===== src/hdl/slcd_pkg.sv =====
// Shared types, constants and CRC function of the packet deframer
package slcd_pkg;

  localparam int BYTE_W          = 8;
  localparam int CODE_W          = 16;
  localparam int CNT_W           = 3;
  localparam int SLOT_W          = 2;
  localparam int CMD_SLOTS       = 4;
  localparam int TABLE_SLOTS_DEF = 4;
  localparam int IDX_W           = 3;
  localparam int TDATA_W         = 32;

  localparam logic [BYTE_W-1:0] SYNC_BYTE = 8'h05;
  localparam logic [CODE_W-1:0] MIN_LEN   = 16'd4;
  localparam logic [15:0]       CRC_BYTES = 16'd4;
  localparam logic [31:0]       CRC_POLY  = 32'hEDB88320;

  // configuration register indexes
  localparam logic [IDX_W-1:0] REG_CMD_0     = 3'd0;
  localparam logic [IDX_W-1:0] REG_CMD_1     = 3'd1;
  localparam logic [IDX_W-1:0] REG_CMD_2     = 3'd2;
  localparam logic [IDX_W-1:0] REG_CMD_3     = 3'd3;
  localparam logic [IDX_W-1:0] REG_CMD_COUNT = 3'd4;
  localparam logic [IDX_W-1:0] REG_CRC_ORDER = 3'd5;

  typedef enum logic [1:0] {
    ST_OK      = 2'd0,
    ST_NOSYNC  = 2'd1,
    ST_CORRUPT = 2'd2,
    ST_NOTREG  = 2'd3
  } slcd_status_t;

  localparam logic KIND_PAYLOAD = 1'b0;
  localparam logic KIND_VERDICT = 1'b1;

  typedef struct packed {
    logic [CMD_SLOTS-1:0][CODE_W-1:0] code;
    logic [CNT_W-1:0]                 count;
    logic                             crc_msb_first;
  } slcd_cfg_t;

  typedef struct packed {
    logic init;
    logic update;
    logic take_rx;
    logic msb_first;
  } slcd_crc_ctl_t;

  // reflected CRC-32, one byte
  function automatic logic [31:0] crc32_byte(input logic [31:0] crc,
                                             input logic [BYTE_W-1:0] b);
    logic [31:0] c;
    c = crc ^ {24'h0, b};
    for (int k = 0; k < 8; k++) begin
      c = c[0] ? ((c >> 1) ^ CRC_POLY) : (c >> 1);
    end
    return c;
  endfunction

endpackage


===== src/hdl/sync_length_crc32_packet_deframer_unit.sv =====
// Sync / length / CRC-32 packet deframer, top level
// Usage:
//   s_* carries received bytes, one per beat, in s_tdata[7:0].
//   m_* carries results: m_tuser 0 is a payload byte, 1 a packet verdict;
//   m_tlast marks every verdict. A frame is sync 0x05, 16-bit big-endian
//   length (counts length, command and payload bytes), 16-bit command,
//   payload, then four CRC-32 bytes. Payload bytes go out as they arrive;
//   the last CRC byte gives ok (with table slot), corrupt or not registered.
//   A run of junk while hunting gives a single nosync verdict.
//   cfg_* writes the command table, slot count and CRC byte order; write it
//   only while no bytes are in flight.
// Timing: an accepted byte is held in the input register; its result, if any,
//   is registered into the output register. One input register and one output
//   register; the byte-wide CRC step and table compare sit between them, so
//   one byte per cycle is sustained while m_tready stays high.
// Reset (rst, synchronous): block hunts for sync, output empty, table clear,
//   CRC order MSB first. While m_tready is low and m_* holds a beat, the output
//   register holds and at most one more byte is taken into the input register.
module sync_length_crc32_packet_deframer_unit #(
  parameter int TABLE_SLOTS = slcd_pkg::TABLE_SLOTS_DEF
) (
  input  logic                         clk,
  input  logic                         rst,
  input  logic                         s_tvalid,
  output logic                         s_tready,
  input  logic [slcd_pkg::BYTE_W-1:0]  s_tdata,   // [7:0] rx_byte
  output logic                         m_tvalid,
  input  logic                         m_tready,
  // [7:0] payload_byte, [9:8] status, [11:10] slot_index, [27:12] command_code
  output logic [slcd_pkg::TDATA_W-1:0] m_tdata,
  output logic                         m_tuser,   // [0] kind
  output logic                         m_tlast,   // frame_end
  input  logic                         cfg_valid,
  output logic                         cfg_ready,
  input  logic [slcd_pkg::IDX_W-1:0]   cfg_index,
  input  logic [slcd_pkg::CODE_W-1:0]  cfg_data
);
  import slcd_pkg::*;

  typedef enum logic [6:0] {
    PH_HUNT    = 7'b0000001,
    PH_LEN_HI  = 7'b0000010,
    PH_LEN_LO  = 7'b0000100,
    PH_CMD_HI  = 7'b0001000,
    PH_CMD_LO  = 7'b0010000,
    PH_PAYLOAD = 7'b0100000,
    PH_CRC     = 7'b1000000
  } phase_t;

  slcd_cfg_t     cfg;
  slcd_crc_ctl_t crc_ctl;
  logic          crc_ok;
  logic          hit;
  logic [SLOT_W-1:0] hit_slot;

  // input register
  logic              in_valid;
  logic [BYTE_W-1:0] in_byte;
  logic              adv;

  // frame state
  phase_t        phase, phase_next;
  logic          junk_reported, junk_reported_next;
  logic [15:0]   byte_count, byte_count_next;
  logic [15:0]   frame_length, frame_length_next;
  logic [CODE_W-1:0] command_reg, command_reg_next;

  // result
  logic              emit;
  logic              res_kind;
  logic [BYTE_W-1:0] res_pay;
  slcd_status_t      res_status;
  logic [SLOT_W-1:0] res_slot;
  logic [CODE_W-1:0] res_cmd;
  logic              res_end;

  logic [15:0]   count_inc;
  logic [15:0]   len_lo_value;
  slcd_crc_ctl_t ctl_raw;

  assign cfg_ready = 1'b1;
  assign adv       = in_valid && (!m_tvalid || m_tready);
  assign s_tready  = !in_valid || adv;

  slcd_cfg_regs u_cfg (
    .clk      (clk),
    .rst      (rst),
    .wr_en    (cfg_valid && cfg_ready),
    .wr_index (cfg_index),
    .wr_data  (cfg_data),
    .cfg      (cfg)
  );

  assign crc_ctl = adv ? ctl_raw : '{init: 1'b0, update: 1'b0, take_rx: 1'b0,
                                     msb_first: cfg.crc_msb_first};

  slcd_crc u_crc (
    .clk     (clk),
    .rst     (rst),
    .ctl     (crc_ctl),
    .rx_byte (in_byte),
    .crc_ok  (crc_ok)
  );

  slcd_cmd_match #(.TABLE_SLOTS(TABLE_SLOTS)) u_match (
    .cfg     (cfg),
    .command (command_reg),
    .hit     (hit),
    .slot    (hit_slot)
  );

  assign count_inc    = byte_count + 16'd1;
  assign len_lo_value = {frame_length[15:8], in_byte};

  always_comb begin
    phase_next         = phase;
    junk_reported_next = junk_reported;
    byte_count_next    = byte_count;
    frame_length_next  = frame_length;
    command_reg_next   = command_reg;
    ctl_raw            = '{init: 1'b0, update: 1'b0, take_rx: 1'b0,
                           msb_first: cfg.crc_msb_first};
    emit       = 1'b0;
    res_kind   = KIND_VERDICT;
    res_pay    = '0;
    res_status = ST_OK;
    res_slot   = '0;
    res_cmd    = '0;
    res_end    = 1'b1;
    unique case (phase)
      PH_HUNT: begin
        if (in_byte == SYNC_BYTE) begin
          junk_reported_next = 1'b0;
          ctl_raw.init       = 1'b1;
          byte_count_next    = '0;
          frame_length_next  = '0;
          command_reg_next   = '0;
          phase_next         = PH_LEN_HI;
        end else if (!junk_reported) begin
          junk_reported_next = 1'b1;
          emit               = 1'b1;
          res_status         = ST_NOSYNC;
        end
      end
      PH_LEN_HI: begin
        ctl_raw.update    = 1'b1;
        frame_length_next = {in_byte, 8'h00};
        byte_count_next   = 16'd1;
        phase_next        = PH_LEN_LO;
      end
      PH_LEN_LO: begin
        ctl_raw.update    = 1'b1;
        frame_length_next = len_lo_value;
        byte_count_next   = 16'd2;
        if (len_lo_value < MIN_LEN) begin
          // too short to hold a command: drop at once
          phase_next = PH_HUNT;
          emit       = 1'b1;
          res_status = ST_CORRUPT;
        end else begin
          phase_next = PH_CMD_HI;
        end
      end
      PH_CMD_HI: begin
        ctl_raw.update   = 1'b1;
        command_reg_next = {in_byte, 8'h00};
        byte_count_next  = 16'd3;
        phase_next       = PH_CMD_LO;
      end
      PH_CMD_LO: begin
        ctl_raw.update   = 1'b1;
        command_reg_next = {command_reg[15:8], in_byte};
        if (frame_length == MIN_LEN) begin
          byte_count_next = '0;
          phase_next      = PH_CRC;
        end else begin
          byte_count_next = 16'd4;
          phase_next      = PH_PAYLOAD;
        end
      end
      PH_PAYLOAD: begin
        ctl_raw.update = 1'b1;
        if (count_inc >= frame_length) begin
          byte_count_next = '0;
          phase_next      = PH_CRC;
        end else begin
          byte_count_next = count_inc;
        end
        emit     = 1'b1;
        res_kind = KIND_PAYLOAD;
        res_pay  = in_byte;
        res_end  = 1'b0;
      end
      PH_CRC: begin
        ctl_raw.take_rx = 1'b1;
        if (count_inc < CRC_BYTES) begin
          byte_count_next = count_inc;
        end else begin
          byte_count_next = '0;
          phase_next      = PH_HUNT;
          emit            = 1'b1;
          res_cmd         = command_reg;
          if (!crc_ok) begin
            res_status = ST_CORRUPT;
          end else if (hit) begin
            res_status = ST_OK;
            res_slot   = hit_slot;
          end else begin
            res_status = ST_NOTREG;
          end
        end
      end
      default: phase_next = PH_HUNT;
    endcase
  end

  always_ff @(posedge clk) begin
    if (rst) begin
      in_valid      <= 1'b0;
      phase         <= PH_HUNT;
      junk_reported <= 1'b0;
      byte_count    <= '0;
      frame_length  <= '0;
      command_reg   <= '0;
      m_tvalid      <= 1'b0;
    end else begin
      if (s_tvalid && s_tready) begin
        in_valid <= 1'b1;
      end else if (adv) begin
        in_valid <= 1'b0;
      end
      if (adv) begin
        phase         <= phase_next;
        junk_reported <= junk_reported_next;
        byte_count    <= byte_count_next;
        frame_length  <= frame_length_next;
        command_reg   <= command_reg_next;
        m_tvalid      <= emit;
      end else if (m_tready) begin
        m_tvalid <= 1'b0;
      end
    end
  end

  // payload registers
  always_ff @(posedge clk) begin
    if (s_tvalid && s_tready) begin
      in_byte <= s_tdata;
    end
    if (adv && emit) begin
      m_tdata <= {(TDATA_W - CODE_W - 2 * SLOT_W - BYTE_W)'(0), res_cmd, res_slot,
                  res_status, res_pay};
      m_tuser <= res_kind;
      m_tlast <= res_end;
    end
  end

endmodule


===== src/hdl/slcd_cfg_regs.sv =====
// Configuration register file of the packet deframer
module slcd_cfg_regs (
  input  logic                      clk,
  input  logic                      rst,
  input  logic                      wr_en,
  input  logic [slcd_pkg::IDX_W-1:0]  wr_index,
  input  logic [slcd_pkg::CODE_W-1:0] wr_data,
  output slcd_pkg::slcd_cfg_t       cfg
);
  import slcd_pkg::*;

  always_ff @(posedge clk) begin
    if (rst) begin
      cfg.code          <= '0;
      cfg.count         <= '0;
      cfg.crc_msb_first <= 1'b1;
    end else if (wr_en) begin
      unique case (wr_index)
        REG_CMD_0:     cfg.code[0]       <= wr_data;
        REG_CMD_1:     cfg.code[1]       <= wr_data;
        REG_CMD_2:     cfg.code[2]       <= wr_data;
        REG_CMD_3:     cfg.code[3]       <= wr_data;
        REG_CMD_COUNT: cfg.count         <= wr_data[CNT_W-1:0];
        REG_CRC_ORDER: cfg.crc_msb_first <= wr_data[0];
        default: ;  // unmapped index, dropped
      endcase
    end
  end

endmodule


===== src/hdl/slcd_crc.sv =====
// CRC-32 accumulator and received-CRC shifter
module slcd_crc (
  input  logic                      clk,
  input  logic                      rst,
  input  slcd_pkg::slcd_crc_ctl_t   ctl,
  input  logic [slcd_pkg::BYTE_W-1:0] rx_byte,
  output logic                      crc_ok
);
  import slcd_pkg::*;

  logic [31:0] crc_accum;
  logic [31:0] crc_received;
  logic [31:0] crc_received_next;

  assign crc_received_next = ctl.msb_first ? {crc_received[23:0], rx_byte}
                                           : {rx_byte, crc_received[31:8]};

  // compare includes the byte now arriving
  assign crc_ok = (~crc_accum == crc_received_next);

  always_ff @(posedge clk) begin
    if (rst) begin
      crc_accum    <= '1;
      crc_received <= '0;
    end else if (ctl.init) begin
      crc_accum    <= '1;
      crc_received <= '0;
    end else begin
      if (ctl.update)  crc_accum    <= crc32_byte(crc_accum, rx_byte);
      if (ctl.take_rx) crc_received <= crc_received_next;
    end
  end

endmodule


===== src/hdl/slcd_cmd_match.sv =====
// Combinational lookup in the table of registered commands, lowest matching slot wins
module slcd_cmd_match #(
  parameter int TABLE_SLOTS = slcd_pkg::TABLE_SLOTS_DEF
) (
  input  slcd_pkg::slcd_cfg_t         cfg,
  input  logic [slcd_pkg::CODE_W-1:0] command,
  output logic                        hit,
  output logic [slcd_pkg::SLOT_W-1:0] slot
);
  import slcd_pkg::*;

  logic [CNT_W-1:0] lim;

  assign lim = (cfg.count > CNT_W'(TABLE_SLOTS)) ? CNT_W'(TABLE_SLOTS) : cfg.count;

  always_comb begin
    hit  = 1'b0;
    slot = '0;
    for (int i = TABLE_SLOTS - 1; i >= 0; i--) begin
      if ((CNT_W'(i) < lim) && (cfg.code[i] == command)) begin
        hit  = 1'b1;
        slot = SLOT_W'(i);
      end
    end
  end

endmodule


===== config.mk =====
export PLATFORM = sky130hd
export DESIGN_NAME = sync_length_crc32_packet_deframer_unit
export DESIGN_NICKNAME = d
export VERILOG_FILES = /design/src/hdl/slcd_pkg.sv /design/src/hdl/sync_length_crc32_packet_deframer_unit.sv /design/src/hdl/slcd_cfg_regs.sv /design/src/hdl/slcd_crc.sv /design/src/hdl/slcd_cmd_match.sv
export SDC_FILE = /design/constraint.sdc
export NUM_CORES = 1
export LEC_CHECK = 0
export BUFFER_PORTS_ARGS = -buffer_cell sky130_fd_sc_hd__buf_2
export CELL_PAD_IN_SITES_DETAIL_PLACEMENT = 1
export CELL_PAD_IN_SITES_GLOBAL_PLACEMENT = 2
export CORE_AREA = 2 2 153 215
export DETAILED_ROUTE_END_ITERATION = 8
export DIE_AREA = 0 0 155 217
export PLACE_DENSITY = 0.87
export SETUP_SLACK_MARGIN = 0.4
export SYNTH_ARGS = -nofsm -noshare
export SYNTH_HDL_FRONTEND = slang
export SYNTH_SLANG_ARGS = --single-unit

===== constraint.sdc =====
create_clock -name clk -period 4.6 [get_ports clk]
set_clock_uncertainty 0.2 [all_clocks]
set_input_delay 1.15 -clock clk [delete_from_list [all_inputs] [get_ports clk]]
set_output_delay 1.15 -clock clk [all_outputs]
set_load 0.1 [all_outputs]

Word level (Yosys, flattened, before mapping)
Cells that the tools add are included.
- register bits after elaboration: 227
- input port bits: 32
- word-level logic and storage cells: 160
- mux-type cells: 53
- bitwise operators: 15
- magnitude comparators: 8
- add/sub/neg operators: 1
- reduce and logical (&&, ||, !) cells: 37
- equal/unequal tests: 22
- operators with widths (operator ; number):
    $mux W32 ; 9
    $not A13 Y14 ; 8
    $pmux W16 S7 ; 1
    $pmux W16 S3 ; 2
    $eq A16 B16 Y1 ; 4
    $pmux W7 S7 ; 1
    $mux W16 ; 3
    $eq A32 B32 Y1 ; 1
    $lt A16 B3 Y1 const B ; 2
    $not A32 Y32 ; 1
    $xor A32 B8 Y32 ; 1
    $mux W7 ; 4
    $mux W1 ; 21
    $add A16 B1 Y16 const B ; 1
    $eq A16 B3 Y1 const B ; 1
    $ge A16 B16 Y1 ; 1
    $reduce_and A2 Y1 ; 7
    $mux W2 ; 6
    $reduce_and A4 Y1 ; 3
    $reduce_or A5 Y1 ; 2
    $reduce_and A3 Y1 ; 3
    $eq A8 B3 Y1 const B ; 1
    $mux W4 ; 2
    $reduce_bool A2 Y1 ; 4
    26 further kinds ; 47

Longest topological paths before layout
Gate-level depths: netlist (run 1).
- word-level depth: 17
- mapped depth: 16
- gate-level depth less buffers: 13

Hierarchy
A second synthesis (run 1) with hierarchy kept.
- cells, all modules: 1225
- area total of the unflattened synthesis: 11850.1 um^2
- modules (own cells, without submodules) (module ; sequential area each (um^2) ; times used ; area an instance (um^2) ; cells each):
    sync_length_crc32_packet_deframer_unit ; 2272.2 ; 1 ; 4747.1 ; 498
    slcd_crc ; 1281.2 ; 1 ; 3599.7 ; 382
    slcd_cfg_regs ; 1361.3 ; 1 ; 2736.4 ; 246
    slcd_cmd_match ; 0.0 ; 1 ; 767.0 ; 99

Worst setup path after synthesis (run 1)
OpenSTA, ideal clock, no wires.
- kind: flip-flop to flip-flop
- from: reg byte_count[0]
- to: reg m_tdata[0] (netlist bit) (enable)
- slack: 721 ps
- required time: 3985 ps
- stages on the path, launching flop included: 11
- setup time: 415 ps
- arrival time: 3264 ps
- cell sequence: dfxtp_1 -> ha_1 -> buf_2 -> and3_1 -> clkbuf_1 -> nand3_1 -> a22oi_1 -> a211oi_1 -> a21oi_2 -> nor4_1 -> nor2_1
- word-level cells in the longest chain between the ends: 5
- ends and longest elaborated chain (item ; line ; text):
    start: declaration ; sync_length_crc32_packet_deframer_unit.sv:64 ; logic [15:0] byte_count, byte_count_next;
    start signal: assignment ; sync_length_crc32_packet_deframer_unit.sv:235 ; byte_count <= byte_count_next;
    $add A16 B1 Y16 ; sync_length_crc32_packet_deframer_unit.sv:112 ; assign count_inc = byte_count + 16'd1;
    $lt A16 B3 Y1 ; sync_length_crc32_packet_deframer_unit.sv:196 ; if (count_inc < CRC_BYTES) begin
    $mux W1 ; sync_length_crc32_packet_deframer_unit.sv:196 ;
    $pmux W1 S4 ; sync_length_crc32_packet_deframer_unit.sv:130 ; unique case (phase)
    $logic_and A1 B1 Y1 ; sync_length_crc32_packet_deframer_unit.sv:250 ; if (adv && emit) begin
    end signal: assignment ; sync_length_crc32_packet_deframer_unit.sv:251 ; m_tdata <= {(TDATA_W - CODE_W - 2 * SLOT_W - BYTE_W)'(0), res_cmd, res_slot,
    end: declaration ; sync_length_crc32_packet_deframer_unit.sv:30 ; output logic [slcd_pkg::TDATA_W-1:0] m_tdata,
No other way between the ends.
A chain may end at the register's enable or synchronous reset.

Worst setup path after layout (run 1)
- from: reg byte_count[1]
- to: reg phase[5]
- word-level cells in the longest chain between the ends: 4
- elaborated cells between the ends (all ways): 6
- those cells by class: add/sub: 1; order compare: 2; eq/ne: 2; reduce/logical: 1
- ends and longest elaborated chain (item ; line ; text):
    $add A16 B1 Y16 * ; sync_length_crc32_packet_deframer_unit.sv:112 ;
    $lt A16 B3 Y1 / $ge A16 B16 Y1 (equally long branches) ; sync_length_crc32_packet_deframer_unit.sv:196, sync_length_crc32_packet_deframer_unit.sv:183 ;
    $ne A2 B2 Y1 (no source line) ; n/a ;
    $reduce_and A4 Y1 (no source line) * ; n/a ;
    end signal: assignment ; sync_length_crc32_packet_deframer_unit.sv:233 ; phase <= phase_next;
    end: declaration ; sync_length_crc32_packet_deframer_unit.sv:62 ; phase_t phase, phase_next;
Mark *: on every way between the ends. The rest lies on a longest branch, timed or not.

==> results of run 1 <==
==> logic make-up after synthesis <==
group / count (synthesis) / synth area share
fa+ha+maj: 16 / 0.0169
simple gates: 486 / 0.199
buf+inv: 129 / 0.0473
compound gates: 244 / 0.139
mux: 47 / 0.0397
xor+xnor: 189 / 0.143
other cells: 2 / 0.000633
flops: 227 / 0.414
==> cell usage in the layout (no fill, tap or decap), drive strengths merged, types with 28 or more instances in the layout <==
master,count
and2,31
dfxtp,190
buf,82
xnor2,106
nor2,80
nand3,41
nand2,213
edfxtp,37
o211ai,33
xor2,82
mux2i,47
a21oi,109
nor4,28
clkbuf,33
a211oi,37
==> synthesized netlist by cell type, drive strengths merged (3+ instances only) <==
cell type	count
a211oi	37
a21oi	109
a22oi	10
a32o	3
a32oi	6
a41oi	5
and2	31
and3	10
and3b	3
and4	3
buf	34
clkbuf	76
dfxtp	190
edfxtp	37
ha	16
inv	19
mux2i	47
nand2	213
nand2b	13
nand3	41
nand4	20
nand4b	5
nor2	80
nor2b	3
nor3	21
nor4	28
o211ai	33
o21ai	14
o311a	5
or3	3
or4	3
xnor2	106
xor2	82
==> cell type report <==
cell class | instances | area, µm² | area share
timing repair buffer | 82 | 473 | 0.0354
sequential | 227 | 4920 | 0.368
clock buffer | 33 | 728 | 0.0545
clock inverter | 15 | 228 | 0.0171
multi-input combinational | 987 | 6430 | 0.482
inverter | 19 | 71.3 | 0.00534
tap | 400 | 500 | 0.0375
==> what timing repair did <==
item,4_1_cts,5_1_grt
resized for setup,0,5
buffers inserted,0,2
hold endpoints to repair,0,0
endpoints found under the setup margin,0,23
==> per-stage QoR <==
step | instance area [µm²] | utilization | setup WS (ns) | cells
after floorplan | 11900 | - | 0.721 | 1343
final | 13400 | 0.418 | 0.562 | 1763
after detailed placement | 12400 | 0.387 | 0.486 | 1713
after CTS | 13300 | 0.417 | 0.447 | 1761
after global placement | 12400 | 0.387 | 0.600 | 1713
after global routing | 13400 | 0.418 | 0.368 | 1763
==> critical path, delay by kind of cell (launching register included) <==
family	cells	cell delay, ns
flops	1	0.44
simple gates	6	1.52
buf+inv	1	0.28
compound gates	4	0.65
fa+ha+maj	2	0.60
xor+xnor	1	0.23
==> routing by layer <==
metal  wire [µm]  vias to the layer above
met5           0                        -
met4        2170                        0
met3        1170                       91
met2       19100                      200
met1       14500                     4810
li1            -                     4643
==> worst min path at each step <==
stage,slack [ns],cells after the start,to
2_1_floorplan,0.24,2,junk_reported
3_3_place_gp,0.25,2,u_cfg.cfg[41]
3_5_place_dp,0.26,2,u_cfg.cfg[42]
4_1_cts,0.27,2,u_cfg.cfg[14]
5_1_grt,0.28,2,u_cfg.cfg[54]
6_report,0.27,2,u_cfg.cfg[11]
==> report_power, final <==
group	internal, µW	switching (µW)
logic	114	287
registers	2050	36.2
clock network	1450	879
==> out/qor.txt, run 1 <==
max-slew violation count: 0
first-pass GRT wire length: 57.6 mm
vias per cell: 5.53
CP arrival: 4.27 ns
port buffer count: 63
Largest regs: u_cfg.cfg (68), u_crc.crc_accum (32), u_crc.crc_received (32)
Crit path required time: 4.83 ns
master of the slowest instance on the critical path: or4_1
category of the most critical setup path: flip-flop to flip-flop
time the worst path needs with I/O delays and setup: 4.04 ns
register bit count reported by yosys: 227
global placer's final weighted congestion: 0.873
Worst Reg2Reg Path Length in Cells: 14
launch point of the critical path: byte_count[1]
area of the core: 31900 µm²
timing endpoint of the critical path: phase[5]
htree depth: 1
overall die width: 155 µm
Mean Syn Cell Area: 8.85 µm²
cell breakdown of the critical path: ha_2 -> nand3_2 -> nor3_4 -> and3_1 -> xor2_1 -> ha_1 -> and4_1 -> o311ai_0 -> o211ai_1 -> or4_1 -> o2bb2ai_2 -> buf_4 -> nor4_1 -> a31o_2
final routed DRC violation total: 0
Pre-antenna DRT Iters: 6
final wirelength: 37.0 mm
endpoint kind of the worst setup timing path: flip-flop
number of antenna violations at the first check in global routing: 0
static leakage: 0.00534 µW
reg-to-reg critical path endpoint: phase[5]
WHS: 0.266 ns
number of different library cells in the post-synthesis netlist: 76
hold_buf cts: 0
max cap viols: 0
post-DP HPWL: 26.6 mm
class of the tightest hold or removal check: flip-flop to flip-flop
CTS root buf: clkbuf_16
Post-synth top flop: dfxtp_1
Reg with most FFs: u_cfg.cfg
setup slack on the worst flop-to-flop path: 0.56 ns
number of ports placed on the die boundary: 69
Worst slew margin: 0.102
die area: 33600 µm²
starting utilization of the core area: 0.372
number of flip-flops under the largest register name: 68
area share of the largest cell type after synthesis: 0.321
grt ovf: 0
Overall Power: 4810 µW
area growth from synthesis to final layout: 12.5%
highest net fanout along the worst path: 20
count of antenna-violating nets left after detailed routing: 0
netlist area before placement: 11900 µm²
clk buf depth: 3
unrepaired setup endpoints after global routing: true
met2 layer usage reported by global route: 0.403
met1 Resource Use GR: 0.241
Setup Viol. Count Final: 0
Cells after Synth: 1340
Most Crowded Layer GR: met2
number of buffers created by CTS: 26
total number of clock tree sinks: 227
Std-Cell Rows: 78
count of antenna diodes in the layout: 0
clock-pin slew reported for the worst setup and hold paths after clock tree synthesis: 0.06 ns
Fmax achieved: 248 MHz
vias: 9744
pin count of the biggest net entering global routing: 73
share of async-settable or async-resettable flops after synthesis: 0
Layout Nets: 1391
clock latency at the later pin of the worst-skew pair: 0.55 ns
total global-route track usage: 0.219
area leader, netlist: dfxtp_1
Worst setup SP type: flip-flop
total negative setup slack: 0 ns
largest vdd supply drop: 0.265 mV
TritonCTS clock tree: done
Yosys warnings: 0
launch point of the worst hold path: u_cfg.cfg[11]
final worst-path cycle share: 0.878
ratio of total power to cell area: 361 nW/µm²
fillcell total: 3682
met3 track demand over resource in global routing: 0.0251
total count of hold-check failures in the final report: 0
post-synthesis sequential area ratio: 0.414
DRC marker count from the first detailed-route iteration: 459
transition time at the pin with the least slew margin: 1.34 ns
result of the run: finished clean
Critical R2R Launch: byte_count[1]
top area cells in the synthesized netlist: dfxtp_1, edfxtp_1, xnor2_1
number of enable flip-flop cells after synthesis: 37
delay of the slowest critical-path stage: 0.48 ns
chip height: 217 µm
Wirelength per Cell: 21.0 µm
vias in the first global route: 10100
layout cells sized above 1: 0.119
Power figures use the tool's default switching activity.
==> run 2, diff against run 1 <==
--- a/config.mk
+++ b/config.mk
@@ -8,11 +8,13 @@
 export BUFFER_PORTS_ARGS = -buffer_cell sky130_fd_sc_hd__buf_2
 export CELL_PAD_IN_SITES_DETAIL_PLACEMENT = 1
 export CELL_PAD_IN_SITES_GLOBAL_PLACEMENT = 2
-export CORE_AREA = 2 2 153 215
+export CORE_AREA = 2 2 147 207
+export CTS_BUF_LIST = sky130_fd_sc_hd__clkbuf_8
 export DETAILED_ROUTE_END_ITERATION = 8
-export DIE_AREA = 0 0 155 217
-export PLACE_DENSITY = 0.87
+export DIE_AREA = 0 0 149 209
+export PLACE_DENSITY = 0.91
 export SETUP_SLACK_MARGIN = 0.4
 export SYNTH_ARGS = -nofsm -noshare
 export SYNTH_HDL_FRONTEND = slang
+export SYNTH_HIERARCHICAL = 1
 export SYNTH_SLANG_ARGS = --single-unit
==> out/qor.txt, run 2 <==
Yosys warnings: 6
cell depth of the worst min-delay path: 2
area growth from synthesis to final layout: 11.8%
cell breakdown of the critical path: ha_2 -> nand3_2 -> nor4_2 -> xor2_1 -> or4_1 -> or4_4 -> and2_1 -> nor3_1 -> nor2_2 -> buf_4
chip height: 209 µm
Layout Nets: 1321
largest vdd supply drop: 0.243 mV
number of antenna violations at the first check in global routing: 0
ratio of total power to cell area: 330 nW/µm²
number of buffers created by CTS: 39
setup slack on the worst flop-to-flop path: 0.70 ns
vias in the first global route: 9644
first-pass GRT wire length: 54.0 mm
area share of the largest cell type after synthesis: 0.321
Critical R2R Launch: byte_count[1]
end of the worst hold path: frame_length[15]
most used standard cells in the synthesized netlist: dfxtp_1, nor2_1, mux2i_1, nand2b_1
final worst-path cycle share: 0.847
overall die width: 149 µm
number of ports placed on the die boundary: 69
top area cells in the synthesized netlist: dfxtp_1, edfxtp_1, mux2i_1
max cap viols: 0
Fmax achieved: 257 MHz
netlist area before placement: 11900 µm²
number of placed cells counting well taps: 1617
grt ovf: 0
total count of hold-check failures in the final report: 0
total global-route track usage: 0.222
htree depth: 2
number of flip-flops under the largest register name: 68
class of the tightest hold or removal check: flip-flop to flip-flop
fillcell total: 3409
unrepaired setup endpoints after global routing: false
vias: 9201
starting utilization of the core area: 0.402
clock latency at the later pin of the worst-skew pair: 0.56 ns
max-slew violation count: 0
clk buf depth: 3
final wirelength: 34.4 mm
delay of the slowest critical-path stage: 0.57 ns
vias per cell: 5.45
TritonCTS clock tree: done
most common library cell in the layout ignoring fill and taps: dfxtp_1
register bit count reported by yosys: 227
time the worst path needs with I/O delays and setup: 3.90 ns
launch point of the worst hold path: frame_length[15]
Reg with most FFs: u_cfg/cfg
Largest regs: u_cfg/cfg (68), u_crc/crc_accum (32), u_crc/crc_received (32)
layout cells sized above 1: 0.128
Post-synth top flop: dfxtp_1
total negative setup slack: 0 ns
most common cell in the netlist: dfxtp_1
Wirelength per Cell: 20.3 µm
area leader, netlist: dfxtp_1
category of the most critical setup path: flip-flop to flip-flop
count of placed standard cells in the final layout, fillers left out: 1689
hold_buf cts: 0
Mean Syn Cell Area: 9.67 µm²
DP Worst Slack: 0.550 ns
clock-pin slew reported for the worst setup and hold paths after clock tree synthesis: 0.06 ns
static leakage: 0.00558 µW
Std-Cell Rows: 75
final setup margin: 0.703 ns
area of the core: 29500 µm²
endpoint kind of the worst setup timing path: flip-flop
share of async-settable or async-resettable flops after synthesis: 0
count of antenna diodes in the layout: 0
final routed DRC violation total: 0
pin count of the biggest net entering global routing: 65
Overall Power: 4370 µW
master of the slowest instance on the critical path: or4_4
post-synthesis sequential area ratio: 0.415
count of antenna-violating nets left after detailed routing: 0
reg-to-reg critical path endpoint: m_tdata[8]
DRC marker count from the first detailed-route iteration: 479
Crit path required time: 4.67 ns
transition time at the pin with the least slew margin: 0.918 ns
global placer's final weighted congestion: 0.881
CTS root buf: clkbuf_8
highest net fanout along the worst path: 29
result of the run: finished clean
Cells after Synth: 1225
Worst setup SP type: flip-flop
post-DP HPWL: 24.7 mm
number of different library cells in the post-synthesis netlist: 69
Worst Reg2Reg Path Length in Cells: 10
area used by multi-input combinational logic: 6500 µm²
die area: 31100 µm²
Setup Viol. Count Final: 0
Worst slew margin: 0.388
total number of clock tree sinks: 227
port buffer count: 63
CP arrival: 3.97 ns
Register Area: 4920 µm²
most frequent cells in the layout: dfxtp_1, nor2_1, mux2i_1, nand2b_1
Pre-antenna DRT Iters: 5
number of enable flip-flop cells after synthesis: 37
-- run 2: cell types whose count changed after synthesis, moves of 9 or more --
cell | previous run | this run
nor3_1 | 19 | 10
clkbuf_1 | 76 | 48
xnor2_1 | 103 | 85
o211ai_1 | 33 | 10
nor2_1 | 79 | 113
and3_1 | 10 | 20
mux2i_1 | 47 | 107
o21ai_0 | 11 | 22
nand2b_1 | 13 | 91
a21oi_1 | 106 | 35
a22oi_1 | 10 | 20
nand2_1 | 213 | 57
and2_1 | 31 | 14
-- run 2: stage by stage --
stage / hold WS (ns) / utilization / area (µm²)
after floorplan: 0.245 / - / 11900
after global placement: 0.254 / 0.422 / 12400
after detailed placement: 0.263 / 0.422 / 12400
after CTS: 0.271 / 0.449 / 13200
after global routing: 0.298 / 0.450 / 13300
final: 0.270 / 0.450 / 13300
-- run 2: cells by family after synthesis --
group / Yosys count / synth area share
AOI/OAI and AO/OA: 167 / 0.0974
xor gates and xnor gates: 185 / 0.152
DFF: 227 / 0.415
and+or+nand+nor: 418 / 0.188
muxes: 107 / 0.0904
buffers and inverters: 103 / 0.0396
adders and majority gates: 16 / 0.0169
other: 2 / 0.000634
-- run 2: how the worst max path moves through the flow --
stage / startpoint / endpoint / slack [ns] / cells past startpoint
after floorplan: byte_count[0] / m_tdata[0] / 0.45 / 11
after global placement: byte_count[0] / m_tdata[2] / 0.70 / 10
after detailed placement: byte_count[0] / m_tdata[2] / 0.55 / 10
after CTS: byte_count[0] / m_tdata[1] / 0.52 / 10
after global routing: byte_count[1] / m_tdata[9] / 0.39 / 10
final: byte_count[1] / m_tdata[8] / 0.70 / 10
-- run 2: timing repair --
action	4_1_cts	5_1_grt
endpoints found under the setup margin	0	36
gates resized for setup	0	3
setup buffers	0	0
-- run 2: cell type report --
cell class | count | area share
Multi-Input combinational cell | 898 | 0.490
Timing Repair Buffer | 82 | 0.0347
Inverter | 25 | 0.00708
Clock inverter | 26 | 0.0127
Sequential cell | 227 | 0.371
Clock buffer | 46 | 0.0478
Tap cell | 385 | 0.0363
-- run 2: routing by layer --
metal  vias to the layer above  track usage  routed length, µm
met2                       198        0.410              18100
met1                      4532        0.248              13500
met3                        82       0.0308               1190
li1                       4389            -                  -
met5                         -            0                  0
met4                         0        0.105               1620
-- run 2: report_power, final --
part           internal, µW  switching [µW]  leakage (µW)  total [µW]
logic                   138             252       0.00323         390
registers              2040            34.7       0.00190        2080
clock network          1030             873      0.000445        1900
-- run 2: critical path, delay by kind of cell (launching register included) --
kind                     cells  cell delay, ns
XOR/XNOR                     1            0.15
adder cells (fa/ha/maj)      1            0.32
buffers and inverters        1            0.26
AND/OR/NAND/NOR              7            2.25
flip-flops                   1            0.43
